**src/hw/rtl/dom_pkg.sv**
```systemverilog
`timescale 1ns / 1ps
// ----------------------------------------------------------------------------
// dom_pkg
// Shared types, codes and reset values for the damped orbit motion
// integrator: field widths, item kinds, register indexes, datapath
// operations and the command and status groups between controller and
// datapath.
// ----------------------------------------------------------------------------
package dom_pkg;

  // Field widths
  localparam int unsigned KIND_W     = 2;
  localparam int unsigned DT_W       = 16;
  localparam int unsigned FRAC_W     = 18;
  localparam int unsigned ANG_W      = 32;
  localparam int unsigned DIST_W     = 48;
  localparam int unsigned CFG_IDX_W  = 3;
  localparam int unsigned CFG_DATA_W = 48;

  // Longest time step taken by an inertia item, Q0.16 seconds
  localparam int unsigned MAX_DT = 6554;

  // Item kinds
  localparam logic [KIND_W-1:0] KIND_INERTIA = 2'd0;
  localparam logic [KIND_W-1:0] KIND_FLY     = 2'd1;
  localparam logic [KIND_W-1:0] KIND_RATES   = 2'd2;

  // Register indexes
  localparam logic [CFG_IDX_W-1:0] REG_DAMPING     = 3'd0;
  localparam logic [CFG_IDX_W-1:0] REG_MAX_YAW_RT  = 3'd1;
  localparam logic [CFG_IDX_W-1:0] REG_MAX_PIT_RT  = 3'd2;
  localparam logic [CFG_IDX_W-1:0] REG_MAX_DIST_RT = 3'd3;
  localparam logic [CFG_IDX_W-1:0] REG_MIN_PITCH   = 3'd4;
  localparam logic [CFG_IDX_W-1:0] REG_MAX_PITCH   = 3'd5;
  localparam logic [CFG_IDX_W-1:0] REG_MIN_DIST    = 3'd6;
  localparam logic [CFG_IDX_W-1:0] REG_SETTLE_THR  = 3'd7;

  // Configuration register set
  typedef struct packed {
    logic [23:0] damping;       // Q8.16 per second
    logic [30:0] max_yaw_rate;  // Q3.28
    logic [30:0] max_pit_rate;  // Q3.28
    logic [46:0] max_dist_rate; // Q31.16
    logic [31:0] min_pitch;     // signed Q3.28
    logic [31:0] max_pitch;     // signed Q3.28
    logic [46:0] min_dist;      // Q31.16
    logic [30:0] settle_thr;    // Q3.28
  } cfg_t;

  // Reset values: one, one rad/s angular bounds, +-pi/2 pitch, one metre floor
  localparam cfg_t CFG_RST = '{
    damping:       24'd65536,
    max_yaw_rate:  31'd268435456,
    max_pit_rate:  31'd268435456,
    max_dist_rate: 47'd65536000,
    min_pitch:     32'hE6DE_04AC,
    max_pitch:     32'h1921_FB54,
    min_dist:      47'd65536,
    settle_thr:    31'd268435
  };

  // Datapath operations run through the shared multiplier
  typedef enum logic [3:0] {
    OP_DECAY_YAW,
    OP_DECAY_PITCH,
    OP_DECAY_DIST,
    OP_MOVE_YAW,
    OP_MOVE_PITCH,
    OP_MOVE_DIST,
    OP_BLEND_YAW,
    OP_BLEND_PITCH,
    OP_BLEND_DIST
  } op_e;

  // Controller to datapath
  typedef struct packed {
    logic       accept;    // latch the input item
    logic       prod_en;   // damping times time step
    logic       fact_en;   // decay factor
    logic       load_en;   // operand magnitude and multiplier setup
    logic       mul_en;    // one 16-bit digit of the product
    logic       fin_en;    // scale and sign the product
    logic       wb_en;     // write the result into the pose or rates
    logic       pin_en;    // pin the pose to the target
    logic       rates_en;  // load the rates
    logic       settle_en; // recompute settled
    logic       out_load;  // copy state into the result register
    op_e        op;
    logic [1:0] dig;
  } cmd_t;

  // Datapath to controller
  typedef struct packed {
    logic [KIND_W-1:0] kind;
    logic              pin;
  } status_t;

endpackage

```
**src/hw/rtl/dom_ctrl.sv**
```systemverilog
`timescale 1ns / 1ps
// ----------------------------------------------------------------------------
// dom_ctrl
// Sequencer: takes one item at a time, walks the datapath through the
// operations of its kind and hands the result to the output register.
// ----------------------------------------------------------------------------
module dom_ctrl (
  input  logic              clk_i,
  input  logic              rst_ni,
  input  logic              in_valid_i,
  output logic              in_ready_o,
  output logic              out_valid_o,
  input  logic              out_ready_i,
  input  dom_pkg::status_t  status_i,
  output dom_pkg::cmd_t     cmd_o
);
  import dom_pkg::*;

  typedef enum logic [3:0] {
    ST_IDLE,
    ST_DECODE,
    ST_FACT,
    ST_LOAD,
    ST_MUL,
    ST_FIN,
    ST_WB,
    ST_PIN,
    ST_RATES,
    ST_SETTLE,
    ST_OUT
  } state_e;

  state_e     state_q, state_d;
  op_e        op_q, op_d;
  logic [1:0] dig_q, dig_d;
  logic       out_valid_q, out_valid_d;
  logic       out_free;

  // Operation that follows in the same item
  function automatic op_e next_op(input op_e op);
    op_e n;
    case (op)
      OP_DECAY_YAW:   n = OP_DECAY_PITCH;
      OP_DECAY_PITCH: n = OP_DECAY_DIST;
      OP_DECAY_DIST:  n = OP_MOVE_YAW;
      OP_MOVE_YAW:    n = OP_MOVE_PITCH;
      OP_MOVE_PITCH:  n = OP_MOVE_DIST;
      OP_BLEND_YAW:   n = OP_BLEND_PITCH;
      OP_BLEND_PITCH: n = OP_BLEND_DIST;
      default:        n = op;
    endcase
    return n;
  endfunction

  // Distance operands need three digits, angles two
  function automatic logic [1:0] top_digit(input op_e op);
    logic [1:0] d;
    case (op)
      OP_DECAY_DIST, OP_MOVE_DIST, OP_BLEND_DIST: d = 2'd2;
      default:                                    d = 2'd1;
    endcase
    return d;
  endfunction

  assign out_free    = !out_valid_q || out_ready_i;
  assign in_ready_o  = (state_q == ST_IDLE);
  assign out_valid_o = out_valid_q;

  // Next state and command decode
  always_comb begin
    state_d     = state_q;
    op_d        = op_q;
    dig_d       = dig_q;
    out_valid_d = out_valid_q && !out_ready_i;
    cmd_o       = '0;
    cmd_o.op    = op_q;
    cmd_o.dig   = dig_q;
    case (state_q)
      ST_IDLE: begin
        if (in_valid_i) begin
          cmd_o.accept = 1'b1;
          state_d      = ST_DECODE;
        end
      end
      ST_DECODE: begin
        cmd_o.prod_en = 1'b1;
        case (status_i.kind)
          KIND_INERTIA: state_d = ST_FACT;
          KIND_FLY: begin
            if (status_i.pin) begin
              state_d = ST_PIN;
            end else begin
              op_d    = OP_BLEND_YAW;
              state_d = ST_LOAD;
            end
          end
          KIND_RATES: state_d = ST_RATES;
          default:    state_d = ST_OUT;
        endcase
      end
      ST_FACT: begin
        cmd_o.fact_en = 1'b1;
        op_d          = OP_DECAY_YAW;
        state_d       = ST_LOAD;
      end
      ST_LOAD: begin
        cmd_o.load_en = 1'b1;
        dig_d         = top_digit(op_q);
        state_d       = ST_MUL;
      end
      ST_MUL: begin
        cmd_o.mul_en = 1'b1;
        if (dig_q == 2'd0) begin
          state_d = ST_FIN;
        end else begin
          dig_d = dig_q - 2'd1;
        end
      end
      ST_FIN: begin
        cmd_o.fin_en = 1'b1;
        state_d      = ST_WB;
      end
      ST_WB: begin
        cmd_o.wb_en = 1'b1;
        if (op_q == OP_MOVE_DIST) begin
          state_d = ST_SETTLE;
        end else if (op_q == OP_BLEND_DIST) begin
          state_d = ST_OUT;
        end else begin
          op_d    = next_op(op_q);
          state_d = ST_LOAD;
        end
      end
      ST_PIN: begin
        cmd_o.pin_en = 1'b1;
        state_d      = ST_OUT;
      end
      ST_RATES: begin
        cmd_o.rates_en = 1'b1;
        state_d        = ST_OUT;
      end
      ST_SETTLE: begin
        cmd_o.settle_en = 1'b1;
        state_d         = ST_OUT;
      end
      ST_OUT: begin
        // Hold until the result register is free
        if (out_free) begin
          cmd_o.out_load = 1'b1;
          out_valid_d    = 1'b1;
          state_d        = ST_IDLE;
        end
      end
      default: state_d = ST_IDLE;
    endcase
  end

  // State and registered outputs
  always_ff @(posedge clk_i or negedge rst_ni) begin
    if (!rst_ni) begin
      state_q     <= ST_IDLE;
      op_q        <= OP_DECAY_YAW;
      dig_q       <= 2'd0;
      out_valid_q <= 1'b0;
    end else begin
      state_q     <= state_d;
      op_q        <= op_d;
      dig_q       <= dig_d;
      out_valid_q <= out_valid_d;
    end
  end

endmodule

```
**config.mk**
```make
export PLATFORM = sky130hd
export DESIGN_NAME = dom_ctrl
export DESIGN_NICKNAME = d
export VERILOG_FILES = /design/src/hw/rtl/dom_pkg.sv /design/src/hw/rtl/dom_ctrl.sv
export SDC_FILE = /design/constraint.sdc
export NUM_CORES = 1
export LEC_CHECK = 0
export BUFFER_PORTS_ARGS = -buffer_cell sky130_fd_sc_hd__buf_4
export CAP_MARGIN = 20
export CORE_MARGIN = 2
export CORE_UTILIZATION = 47
export CTS_BUF_LIST = sky130_fd_sc_hd__clkbuf_4 sky130_fd_sc_hd__clkbuf_8 sky130_fd_sc_hd__clkbuf_16
export DETAILED_ROUTE_END_ITERATION = 8
export MAX_ROUTING_LAYER = met4
export PLACE_DENSITY = 0.82
export SYNTH_ARGS = -nofsm -noshare
export SYNTH_HDL_FRONTEND = slang
export SYNTH_SLANG_ARGS = --single-unit
```
**constraint.sdc**
```tcl
create_clock -name clk_i -period 1.6 [get_ports clk_i]
set_input_delay 0 -clock clk_i [delete_from_list [all_inputs] [get_ports clk_i]]
set_output_delay 0 -clock clk_i [all_outputs]
set_load 0.005 [all_outputs]
```
==> run_summary.xml, run 1 <==
<?xml version="1.0" encoding="UTF-8"?>
<metrics>
  <group name="outcome">
    <metric name="status" unit="">complete, no violations</metric>
  </group>
  <group name="detailed_routing">
    <metric name="wirelength" unit="um">2140</metric>
    <metric name="vias" unit="">837</metric>
    <metric name="avgViaCountPerCell" unit="">5.98</metric>
    <metric name="drt-wirelength-per-cell" unit="um">15.3</metric>
    <metric name="postRouteAntennaNets" unit="">0</metric>
    <metric name="route.detailed.drc" unit="">0</metric>
    <metric name="first_iter_violations" unit="">39</metric>
    <metric name="first_pass_iters" unit="">4</metric>
  </group>
  <group name="timing">
    <metric name="highest_achievable_clock_rate" unit="MHz">675</metric>
    <metric name="tightestPinTransition" unit="ns">0.398</metric>
    <metric name="setup_viol" unit="">0</metric>
    <metric name="final-max-slew-violation-count" unit="">0</metric>
    <metric name="layout_worst_path_cycle_share" unit="%">92.6</metric>
    <metric name="slew-limit-headroom" unit="%">73.4</metric>
    <metric name="clock-skew-final" unit="ns">0.0107</metric>
    <metric name="setup_total_negative_slack" unit="ns">0</metric>
    <metric name="final_critical_path_setup_slack" unit="ns">0.118</metric>
    <metric name="timing.final.crit_period" unit="ns">1.48</metric>
    <metric name="rsz_0062_raised_after_global_routing" unit="">false</metric>
    <metric name="finalHoldViolations" unit="">0</metric>
  </group>
  <group name="die">
    <metric name="core-area" unit="sq mm">0.00169</metric>
    <metric name="fp.dieArea" unit="sq mm">0.00212</metric>
    <metric name="die_height" unit="um">46.1</metric>
    <metric name="number_of_placed_i_o_pins" unit="">26</metric>
    <metric name="initial_core_util" unit="%">49.3</metric>
    <metric name="rows" unit="">15</metric>
    <metric name="fp.dieW" unit="um">46.1</metric>
  </group>
  <group name="hold_path">
    <metric name="holdCritPathClass" unit="">input pin to flip-flop</metric>
  </group>
  <group name="clocking">
    <metric name="total_cts_buffers" unit="">3</metric>
    <metric name="htree_num_levels" unit="">1</metric>
    <metric name="clkSlewWorstSetupHoldPaths" unit="ns">0.08</metric>
    <metric name="cts.root.buffer_cell" unit="">sky130_fd_sc_hd__clkbuf_4</metric>
    <metric name="clock_path_buffers" unit="">2</metric>
    <metric name="number_of_sinks_handled_by_clock_tree_synthesis" unit="">11</metric>
    <metric name="worst_skew_pair.late_latency" unit="ns">0.27</metric>
    <metric name="tritoncts_clock_tree" unit="">yes</metric>
    <metric name="cts.repair_timing.setup_buffer_count" unit="">0</metric>
  </group>
  <group name="synthesis">
    <metric name="yosys.cell_count.top_type" unit="">sky130_fd_sc_hd__dfrtp_1</metric>
    <metric name="netlist_area" unit="sq um">832</metric>
    <metric name="synth.cells.most_frequent" unit="">sky130_fd_sc_hd__dfrtp_1, sky130_fd_sc_hd__a21oi_1, sky130_fd_sc_hd__inv_1</metric>
    <metric name="synth_seq_area_share" unit="%">33.1</metric>
    <metric name="synth.avg_cell_area" unit="sq um">9.14</metric>
    <metric name="synth_async_sr_flop_share" unit="%">100</metric>
    <metric name="synth_area_leader_cell" unit="">sky130_fd_sc_hd__dfrtp_1</metric>
    <metric name="netlist_top_cells_area" unit="">sky130_fd_sc_hd__dfrtp_1, sky130_fd_sc_hd__nor4b_4, sky130_fd_sc_hd__a21oi_1, sky130_fd_sc_hd__nand2b_1, sky130_fd_sc_hd__nor3_1</metric>
    <metric name="number_of_synthesized_register_bits" unit="">11</metric>
    <metric name="synth.top_cell.area_share" unit="%">33.1</metric>
    <metric name="synth_cell_types" unit="">40</metric>
    <metric name="synthesis.yosys.warnings" unit="">0</metric>
    <metric name="ys_dominant_reg_cell" unit="">sky130_fd_sc_hd__dfrtp_1</metric>
    <metric name="synth_nets" unit="">99</metric>
    <metric name="synthesis.instances" unit="">91</metric>
    <metric name="synth-edff-count" unit="">0</metric>
  </group>
  <group name="power">
    <metric name="power_density" unit="mW/mm^2">1810</metric>
    <metric name="total_power" unit="mW">2.02</metric>
    <metric name="leakagePower" unit="nW">0.526</metric>
    <metric name="vdd.ir_drop.worst" unit="mV">1.05</metric>
  </group>
  <group name="critical_path">
    <metric name="cp_data_required_time" unit="ns">1.60</metric>
    <metric name="criticalPathCategory" unit="">flip-flop to output pin</metric>
    <metric name="critPathLaunchType" unit="">flip-flop</metric>
    <metric name="crit_path_max_fanout" unit="">11</metric>
    <metric name="r2r_setup_slack" unit="ns">0.12</metric>
    <metric name="cp_data_arrival_time" unit="ns">1.48</metric>
    <metric name="cp-end-kind" unit="">output pin</metric>
  </group>
  <group name="layout">
    <metric name="final_cell_area" unit="sq mm">0.00112</metric>
    <metric name="util_after_layout" unit="%">66.1</metric>
    <metric name="fin_nets" unit="">132</metric>
    <metric name="syn2layout_area_growth" unit="%">34.3</metric>
    <metric name="insertedDiodeCount" unit="">0</metric>
    <metric name="fraction_of_final_layout_cells_sized_beyond_drive_strength_1" unit="%">41.5</metric>
  </group>
  <group name="flow_run">
    <metric name="cap_viol_max_count" unit="">0</metric>
  </group>
  <group name="placed_design">
    <metric name="detailedPlacementHpwl" unit="um">1600</metric>
    <metric name="postPlaceCellArea" unit="sq mm">0.00106</metric>
    <metric name="place.port_buffers" unit="">25</metric>
    <metric name="detailedPlace.worstSlack" unit="ns">0.0373</metric>
    <metric name="place.gp.congestion" unit="">0.924</metric>
  </group>
  <group name="grt">
    <metric name="grt_max_degree" unit="">14</metric>
    <metric name="grt_usage" unit="%">23.1</metric>
    <metric name="number_of_global_route_vias_before_repair" unit="">743</metric>
    <metric name="gr-total-overflow" unit="">0</metric>
    <metric name="grt_antenna_before_repair" unit="">0</metric>
    <metric name="first_pass_grt_wire_length" unit="um">3440</metric>
  </group>
</metrics>
-- layout make-up --
cell class	count	area, sq um
inverters	8	30.0
well taps	17	21.3
repair buffers	34	260
flip-flops and latches	11	279
clock buffers	4	30.0
multi-input cells	66	497
fillers	134	572
-- timing repair --
| action | 4_1_cts | 5_1_grt |
|---|---|---|
| hold buffers | 2 | 0 |
| gates resized for setup | 1 | 3 |
| pin swaps | 0 | 0 |
| hold endpoints to repair | 12 | 0 |
| setup endpoints to repair | 1 | 10 |
-- cells in the final DEF (no fill, tap or decap), types with 4 or more instances in the layout --
| cell type | count |
|---|---|
| sky130_fd_sc_hd__buf_4 | 32 |
| sky130_fd_sc_hd__nor3_1 | 6 |
| sky130_fd_sc_hd__clkbuf_4 | 4 |
| sky130_fd_sc_hd__dfrtp_1 | 8 |
| sky130_fd_sc_hd__a21oi_1 | 7 |
| sky130_fd_sc_hd__inv_1 | 7 |
| sky130_fd_sc_hd__nor2_1 | 6 |
| sky130_fd_sc_hd__nand2b_1 | 5 |
-- registers in the layout (all words and copies together) (netlist names) --
signal	flops
op_q	4
out_valid_o	1
state_q	4
dig_q	2
-- kinds of logic after synthesis --
family,share of synthesized area [%]
AND/OR/NAND/NOR,32.6
AO/OA/AOI/OAI,22.4
buffers and inverters,7.97
flip-flops,33.1
multiplexers,2.41
adder cells (fa/ha/maj),1.50
-- stage by stage --
stage | hold slack [ns] | cells
6_report | 0.0545 | 140
5_1_grt | 0.0583 | 140
3_3_place_gp | -0.160 | 134
3_5_place_dp | -0.159 | 134
4_1_cts | 0.0607 | 140
2_1_floorplan | -0.296 | 91
-- per-layer routing --
| layer | track usage, % | wire length (um) |
|---|---|---|
| met2 | 34.7 | 987 |
| met5 | - | 0 |
| met3 | 2.35 | 155 |
| met4 | 8.57 | 28 |
| met1 | 32.0 | 963 |
-- final timing paths --
check / startpoint / end / depth (start not counted)
max: state_q[2]$_DFFE_PN0P_ / cmd_o[16] / 4
min: out_ready_i / out_valid_o$_DFF_PN0_ / 3
max reg2reg: state_q[2]$_DFFE_PN0P_ / op_q[1]$_DFFE_PN0P_ / 3
min reg2reg: dig_q[1]$_DFFE_PN0P_ / dig_q[1]$_DFFE_PN0P_ / 2
max in group asynchronous: rst_ni / state_q[1]$_DFFE_PN0P_ / 2
min in group asynchronous: rst_ni / state_q[2]$_DFFE_PN0P_ / 2
-- power by group --
group	switching, mW	internal [mW]	leakage [nW]	total [mW]
sequential	0.272	0.395	0.135	0.667
combinational	0.512	0.633	0.372	1.14
clock	0.0921	0.113	0.0184	0.205
total	0.876	1.14	0.526	2.02
-- critical path, stage by stage (launching register included) --
cell	delay (ns)
sky130_fd_sc_hd__dfrtp_1	0.52
sky130_fd_sc_hd__buf_4	0.23
sky130_fd_sc_hd__nor4_2	0.18
sky130_fd_sc_hd__and2_1	0.17
sky130_fd_sc_hd__buf_4	0.10
No activity file was read; power rests on OpenSTA's default activity.
==> run 2: changes to the inputs <==
Settings changed: PLACE_DENSITY 0.82 to 0.74.
==> run 2 against run 1 <==
  * Critical path depth is the same
  * Clock power down 3%
  * Register-to-register slack worse by 0.02 ns
  * Worst setup slack got worse by 0.015 ns
  * Sequential share of layout area is 0.36 points lower
  * Worst hold slack got worse by 0.0022 ns
  * Die area stayed put
  * Total power rose by 2.5%
  * Combinational power rose by 8%
  * Core utilization up 0.96 points
  * Cell count up 0.71%
  * Sequential cell count unchanged
==> run_summary.xml, run 2 (synthesis results as in run 1) <==
<?xml version="1.0" encoding="UTF-8"?>
<metrics>
  <group name="outcome">
    <metric name="status" unit="">complete, no violations</metric>
  </group>
  <group name="timing">
    <metric name="clock-skew-final" unit="ns">0.000507</metric>
    <metric name="finalHoldViolations" unit="">0</metric>
    <metric name="highest_achievable_clock_rate" unit="MHz">668</metric>
    <metric name="slew-limit-headroom" unit="%">71.4</metric>
    <metric name="rsz_0062_raised_after_global_routing" unit="">false</metric>
    <metric name="setup_total_negative_slack" unit="ns">0</metric>
    <metric name="layout_worst_path_cycle_share" unit="%">93.6</metric>
    <metric name="timing.final.crit_period" unit="ns">1.50</metric>
    <metric name="final-max-slew-violation-count" unit="">0</metric>
    <metric name="setup_viol" unit="">0</metric>
    <metric name="tightestPinTransition" unit="ns">0.428</metric>
  </group>
  <group name="flow_run">
    <metric name="cap_viol_max_count" unit="">0</metric>
  </group>
  <group name="grt">
    <metric name="number_of_global_route_vias_before_repair" unit="">727</metric>
    <metric name="first_pass_grt_wire_length" unit="um">3280</metric>
    <metric name="grt_usage" unit="%">22.1</metric>
    <metric name="grt_antenna_before_repair" unit="">0</metric>
    <metric name="grt_max_degree" unit="">12</metric>
    <metric name="gr-total-overflow" unit="">0</metric>
  </group>
  <group name="hold_path">
    <metric name="holdCritPathClass" unit="">input pin to flip-flop</metric>
  </group>
  <group name="critical_path">
    <metric name="cp-end-kind" unit="">flip-flop</metric>
    <metric name="timing.critical_path.cells" unit="">nor4b_4, a41o_1, o21ai_1, a21o_1</metric>
    <metric name="r2r_setup_slack" unit="ns">0.10</metric>
    <metric name="cp_data_required_time" unit="ns">1.76</metric>
    <metric name="criticalPathCategory" unit="">flip-flop to flip-flop</metric>
    <metric name="cp_data_arrival_time" unit="ns">1.65</metric>
    <metric name="critical_path.max_stage_delay" unit="ns">0.50</metric>
    <metric name="cell_at_the_slowest_stage_of_the_critical_path" unit="">sky130_fd_sc_hd__dfrtp_2</metric>
    <metric name="r2r_start" unit="">state_q[1]$_DFFE_PN0P_</metric>
    <metric name="critPathCapture" unit="">op_q[0]$_DFFE_PN0P_</metric>
    <metric name="worst_reg2reg_path_depth" unit="">4</metric>
    <metric name="crit_path_max_fanout" unit="">11</metric>
    <metric name="startpoint" unit="">state_q[1]$_DFFE_PN0P_</metric>
    <metric name="critical_path.reg2reg.endpoint" unit="">op_q[0]$_DFFE_PN0P_</metric>
    <metric name="critPathLaunchType" unit="">flip-flop</metric>
  </group>
  <group name="power">
    <metric name="combinationalPowerShare" unit="%">59.5</metric>
    <metric name="power_report.internal_total" unit="mW">1.17</metric>
    <metric name="power.switching" unit="uW">895</metric>
    <metric name="leakagePower" unit="nW">0.533</metric>
    <metric name="seq_power_share" unit="%">30.9</metric>
    <metric name="vdd.ir_drop.worst" unit="mV">1.16</metric>
    <metric name="total_power" unit="mW">2.07</metric>
    <metric name="switching_share" unit="%">43.3</metric>
    <metric name="power_density" unit="mW/mm^2">1820</metric>
    <metric name="clkPwrFrac" unit="%">9.6</metric>
  </group>
  <group name="die">
    <metric name="initial_core_util" unit="%">49.3</metric>
    <metric name="fp.dieW" unit="um">46.1</metric>
    <metric name="core-area" unit="sq mm">0.00169</metric>
    <metric name="fp.dieArea" unit="sq mm">0.00212</metric>
    <metric name="rows" unit="">15</metric>
    <metric name="number_of_placed_i_o_pins" unit="">26</metric>
    <metric name="die_height" unit="um">46.1</metric>
  </group>
  <group name="layout">
    <metric name="most-common-layout-cells" unit="">sky130_fd_sc_hd__buf_4, sky130_fd_sc_hd__dfrtp_1, sky130_fd_sc_hd__inv_1, sky130_fd_sc_hd__a21oi_1</metric>
    <metric name="mostFrequentLayoutCell" unit="">sky130_fd_sc_hd__buf_4</metric>
    <metric name="fin_nets" unit="">133</metric>
    <metric name="top_regs" unit="">op_q x4, state_q x4, dig_q x2</metric>
    <metric name="syn2layout_area_growth" unit="%">36.2</metric>
    <metric name="filler_cell_count" unit="">140</metric>
    <metric name="insertedDiodeCount" unit="">0</metric>
    <metric name="fraction_of_final_layout_cells_sized_beyond_drive_strength_1" unit="%">41.9</metric>
  </group>
  <group name="clocking">
    <metric name="clkSlewWorstSetupHoldPaths" unit="ns">0.06</metric>
    <metric name="cts.root.buffer_cell" unit="">sky130_fd_sc_hd__clkbuf_4</metric>
    <metric name="clock_path_buffers" unit="">2</metric>
    <metric name="cts.repair_timing.setup_buffer_count" unit="">0</metric>
    <metric name="number_of_sinks_handled_by_clock_tree_synthesis" unit="">11</metric>
    <metric name="total_cts_buffers" unit="">3</metric>
    <metric name="tritoncts_clock_tree" unit="">yes</metric>
    <metric name="htree_num_levels" unit="">1</metric>
    <metric name="worst_skew_pair.late_latency" unit="ns">0.26</metric>
  </group>
  <group name="detailed_routing">
    <metric name="first_iter_violations" unit="">31</metric>
    <metric name="drt-wirelength-per-cell" unit="um">15.9</metric>
    <metric name="postRouteAntennaNets" unit="">0</metric>
    <metric name="first_pass_iters" unit="">4</metric>
    <metric name="vias" unit="">840</metric>
    <metric name="avgViaCountPerCell" unit="">5.96</metric>
    <metric name="wirelength" unit="um">2240</metric>
    <metric name="route.detailed.drc" unit="">0</metric>
  </group>
  <group name="placed_design">
    <metric name="detailedPlacementHpwl" unit="um">1630</metric>
    <metric name="place.gp.congestion" unit="">0.844</metric>
    <metric name="place.port_buffers" unit="">25</metric>
  </group>
</metrics>
-- run 2: cell types whose count changed in the layout (fill, tap and decap cells not counted), sizes merged --
cell and delta:
buf +1
-- run 2: worst min-delay path by stage --
stage,startpoint,end,slack [ns],depth (start not counted)
floorplan,rst_ni,dig_q[0]$_DFFE_PN0P_,-0.30,0
global placement,rst_ni,state_q[2]$_DFFE_PN0P_,-0.16,1
detailed placement,rst_ni,state_q[2]$_DFFE_PN0P_,-0.16,1
CTS,out_ready_i,out_valid_o$_DFF_PN0_,0.05,3
global route,status_i[0],state_q[2]$_DFFE_PN0P_,0.04,3
finish,out_ready_i,out_valid_o$_DFF_PN0_,0.05,3
-- run 2: area by class of cell --
type                    instances  area [sq um]  share of cell area (%)
inverters                       8          30.0                    2.65
repair buffers                 35           268                    23.6
flip-flops and latches         11           279                    24.6
clock buffers                   4          30.0                    2.65
multi-input cells              66           505                    44.6
well taps                      17          21.3                    1.88
-- run 2: metrics by stage --
stage | instance area, sq um | setup WS (ns) | util, % | hold WS [ns] | std cells
6_report | 1130 | 0.103 | 67.1 | 0.0523 | 141
5_1_grt | 1130 | 0.0254 | 67.1 | 0.0377 | 141
4_1_cts | 1120 | 0.0115 | 66.1 | 0.0484 | 141
3_5_place_dp | 1060 | 0.0636 | 63.0 | -0.159 | 135
3_3_place_gp | 1060 | 0.110 | 63.0 | -0.159 | 135
2_1_floorplan | 832 | 0.198 | - | -0.296 | 91
-- run 2: timing repair --
item / in CTS / in global routing
hold endpoints to repair: 12 / 0
setup endpoints to repair: 1 / 7
gates resized for setup: 1 / 4
hold buffers: 2 / 0
-- run 2: worst max-delay path: cells and delay by family (launching register included) --
family	cells	cell delay [ns]
and+or+nand+nor	1	0.33
DFF	1	0.50
AOI/OAI and AO/OA	3	0.55
-- run 2: power by group through the flow --
stage	sequential (mW)	clock (mW)	combinational (mW)
3_3_place_gp	0.615	0	1.15
4_1_cts	0.619	0.204	1.19
5_1_grt	0.657	0.224	1.32
3_5_place_dp	0.620	0	1.17
6_report	0.638	0.199	1.23
2_1_floorplan	0.507	0	0.834
-- run 2: metal layers --
metal  vias up  wire (um)  GRT usage, %
li1        397          -             -
met2        30       1110          35.0
met5         -          0             -
met3         6        139          7.06
met4         0         31          3.43
met1       407        953          28.0
==> run 3: changes to the inputs <==
--- a/config.mk
+++ b/config.mk
@@ -7,5 +7,4 @@
 export LEC_CHECK = 0
 export BUFFER_PORTS_ARGS = -buffer_cell sky130_fd_sc_hd__buf_4
-export CAP_MARGIN = 20
 export CORE_MARGIN = 2
 export CORE_UTILIZATION = 47
==> constraint.sdc (replaced) <==
create_clock -name clk_i -period 1.6 [get_ports clk_i]
set_input_delay 0.48 -clock clk_i [delete_from_list [all_inputs] [get_ports clk_i]]
set_output_delay 0.48 -clock clk_i [all_outputs]
set_load 0.005 [all_outputs]
==> run 3 against run 2 <==
  * Via count grew 17%
  * Highest routed layer unchanged
  * Worst hold slack worse by 0.026 ns
  * First-iteration DRC count rose by 97%
  * The flow now finishes with violations (setup timing)
  * Clock power up 9%
  * Sequential share of layout area fell by 5.5 points
  * Critical endpoint is now cmd_o[12]
  * Global-route usage up 4.5 points
  * Core utilization increased by 19 points
  * Largest power group unchanged
==> run_summary.xml, run 3 (synthesis results as in run 1) <==
<?xml version="1.0" encoding="UTF-8"?>
<metrics>
  <group name="outcome">
    <metric name="status" unit="">finished with violations</metric>
    <metric name="failed_checks" unit="">setup timing</metric>
  </group>
  <group name="critical_path">
    <metric name="cp_data_arrival_time" unit="ns">1.40</metric>
    <metric name="cp-end-kind" unit="">output pin</metric>
    <metric name="criticalPathCategory" unit="">flip-flop to output pin</metric>
    <metric name="crit_path_max_fanout" unit="">6</metric>
    <metric name="critPathLaunchType" unit="">flip-flop</metric>
    <metric name="cp_data_required_time" unit="ns">1.12</metric>
  </group>
  <group name="power">
    <metric name="power_density" unit="mW/mm^2">1940</metric>
    <metric name="combinationalPowerShare" unit="%">70.3</metric>
    <metric name="switching_share" unit="%">42.3</metric>
    <metric name="power.switching" unit="mW">1.20</metric>
    <metric name="vdd.ir_drop.worst" unit="mV">1.25</metric>
    <metric name="leakagePower" unit="nW">0.674</metric>
    <metric name="power_report.internal_total" unit="mW">1.64</metric>
    <metric name="clkPwrFrac" unit="%">7.6</metric>
    <metric name="seq_power_share" unit="%">22.1</metric>
  </group>
  <group name="die">
    <metric name="fp.dieArea" unit="sq mm">0.00212</metric>
    <metric name="initial_core_util" unit="%">49.3</metric>
    <metric name="fp.dieW" unit="um">46.1</metric>
    <metric name="die_height" unit="um">46.1</metric>
    <metric name="rows" unit="">15</metric>
    <metric name="number_of_placed_i_o_pins" unit="">26</metric>
    <metric name="core-area" unit="sq mm">0.00169</metric>
  </group>
  <group name="placed_design">
    <metric name="detailedPlacementHpwl" unit="um">1770</metric>
    <metric name="place.gp.congestion" unit="">0.910</metric>
    <metric name="place.port_buffers" unit="">25</metric>
    <metric name="postPlaceCellArea" unit="sq mm">0.00118</metric>
  </group>
  <group name="timing">
    <metric name="final_critical_path_setup_slack" unit="ns">-0.276</metric>
    <metric name="holdWs" unit="ns">0.0261</metric>
    <metric name="tightestPinTransition" unit="ns">0.513</metric>
    <metric name="slew-limit-headroom" unit="%">65.7</metric>
    <metric name="clock-skew-final" unit="ns">0.00965</metric>
    <metric name="finalHoldViolations" unit="">0</metric>
    <metric name="layout_worst_path_cycle_share" unit="%">117</metric>
    <metric name="highest_achievable_clock_rate" unit="MHz">533</metric>
    <metric name="timing.final.crit_period" unit="ns">1.88</metric>
    <metric name="rsz_0062_raised_after_global_routing" unit="">true</metric>
    <metric name="setup_viol" unit="">17</metric>
    <metric name="setup_total_negative_slack" unit="ns">-2.52</metric>
    <metric name="final-max-slew-violation-count" unit="">0</metric>
  </group>
  <group name="grt">
    <metric name="grt_antenna_before_repair" unit="">0</metric>
    <metric name="grt_max_degree" unit="">12</metric>
    <metric name="number_of_global_route_vias_before_repair" unit="">869</metric>
    <metric name="first_pass_grt_wire_length" unit="um">3880</metric>
    <metric name="gr-total-overflow" unit="">0</metric>
    <metric name="grt_usage" unit="%">26.5</metric>
  </group>
  <group name="detailed_routing">
    <metric name="route.detailed.drc" unit="">0</metric>
    <metric name="postRouteAntennaNets" unit="">0</metric>
    <metric name="first_iter_violations" unit="">61</metric>
    <metric name="avgViaCountPerCell" unit="">5.99</metric>
    <metric name="first_pass_iters" unit="">4</metric>
    <metric name="drt-wirelength-per-cell" unit="um">18.4</metric>
    <metric name="vias" unit="">983</metric>
    <metric name="wirelength" unit="um">3030</metric>
  </group>
  <group name="layout">
    <metric name="most-common-layout-cells" unit="">sky130_fd_sc_hd__buf_4, sky130_fd_sc_hd__buf_6, sky130_fd_sc_hd__dfrtp_1</metric>
    <metric name="fraction_of_final_layout_cells_sized_beyond_drive_strength_1" unit="%">64.6</metric>
    <metric name="mostFrequentLayoutCell" unit="">sky130_fd_sc_hd__buf_4</metric>
    <metric name="syn2layout_area_growth" unit="%">75.8</metric>
    <metric name="top_regs" unit="">op_q x4, state_q x4, dig_q x2</metric>
    <metric name="fin_nets" unit="">156</metric>
    <metric name="filler_cell_count" unit="">83</metric>
    <metric name="final_cell_area" unit="sq mm">0.00146</metric>
    <metric name="insertedDiodeCount" unit="">0</metric>
  </group>
  <group name="flow_run">
    <metric name="cap_viol_max_count" unit="">0</metric>
  </group>
  <group name="clocking">
    <metric name="clock_path_buffers" unit="">2</metric>
    <metric name="worst_skew_pair.late_latency" unit="ns">0.28</metric>
    <metric name="cts.root.buffer_cell" unit="">sky130_fd_sc_hd__clkbuf_4</metric>
    <metric name="tritoncts_clock_tree" unit="">yes</metric>
    <metric name="clkSlewWorstSetupHoldPaths" unit="ns">0.08</metric>
    <metric name="total_cts_buffers" unit="">3</metric>
    <metric name="htree_num_levels" unit="">1</metric>
    <metric name="number_of_sinks_handled_by_clock_tree_synthesis" unit="">11</metric>
  </group>
  <group name="hold_path">
    <metric name="holdCritPathClass" unit="">input pin to async pin</metric>
  </group>
</metrics>
==> run 3: cell count changes in the layout (fill, tap and decap cells not counted), moves of 3 or more <==
| cell | delta |
|---|---|
| sky130_fd_sc_hd__buf_4 | +14 |
| sky130_fd_sc_hd__buf_6 | +10 |
| sky130_fd_sc_hd__nand2b_1 | -3 |
| sky130_fd_sc_hd__nor3_1 | -3 |
==> run 3: timing repair <==
item | CTS | global route
hold buffers | 0 | 0
buffers inserted | 8 | 5
setup endpoints to repair | 16 | 19
pin swaps | 7 | 7
gates resized for setup | 12 | 24
==> run 3: through the flow <==
step                      cells  util (%)  setup WS [ns]  power [mW]
after floorplan              91         -         0.0243        1.35
after CTS                   160      77.6         -0.248        2.44
after global routing        164      86.6         -0.324        2.99
final                       164      86.6         -0.276        2.84
after detailed placement    148      69.9        -0.0226        2.00
after global placement      148      69.9       -0.00462        1.96
==> run 3: worst paths after layout <==
| check | start | to | slack [ns] | depth (start not counted) |
|---|---|---|---|---|
| worst max-delay path | state_q[0]$_DFFE_PN0P_ | cmd_o[12] | -0.28 | 3 |
| worst min-delay path | rst_ni | state_q[0]$_DFFE_PN0P_ | 0.03 | 1 |
| worst max register to register | state_q[2]$_DFFE_PN0P_ | op_q[0]$_DFFE_PN0P_ | -0.07 | 6 |
| worst min register to register | dig_q[1]$_DFFE_PN0P_ | dig_q[1]$_DFFE_PN0P_ | 0.60 | 2 |
| max in group asynchronous | rst_ni | state_q[3]$_DFFE_PN0P_ | 1.40 | 1 |
| min in group clk_i | status_i[2] | state_q[3]$_DFFE_PN0P_ | 0.48 | 3 |
==> run 3: layer usage <==
| layer | global-route usage [%] | part of all wire, % |
|---|---|---|
| met3 | 2.35 | 6.3 |
| met1 | 33.0 | 42 |
| met5 | - | 0 |
| met2 | 44.7 | 49 |
| met4 | 9.14 | 2.6 |
==> run 3: power by group through the flow <==
| stage | clock, mW | combinational (mW) | sequential (mW) |
|---|---|---|---|
| 3_3_place_gp | 0 | 1.38 | 0.578 |
| 4_1_cts | 0.221 | 1.63 | 0.593 |
| 3_5_place_dp | 0 | 1.41 | 0.591 |
| 5_1_grt | 0.233 | 2.12 | 0.639 |
| 6_report | 0.217 | 2.00 | 0.627 |
| 2_1_floorplan | 0 | 0.847 | 0.507 |
==> run 3: area by class of cell <==
cell class	count	area, sq um	area share [%]
Timing Repair Buffer	58	485	33.2
Clock buffer	4	30.0	2.05
Multi-Input combinational cell	66	616	42.1
Inverter	8	30.0	2.05
Sequential cell	11	280	19.2
Tap cell	17	21.3	1.45
==> run 3: worst max-delay path, stage by stage, from the launching register on <==
cell and delay [ns]:
sky130_fd_sc_hd__dfrtp_2 0.49, sky130_fd_sc_hd__buf_6 0.17, sky130_fd_sc_hd__nor4b_4 0.30, sky130_fd_sc_hd__buf_4 0.16
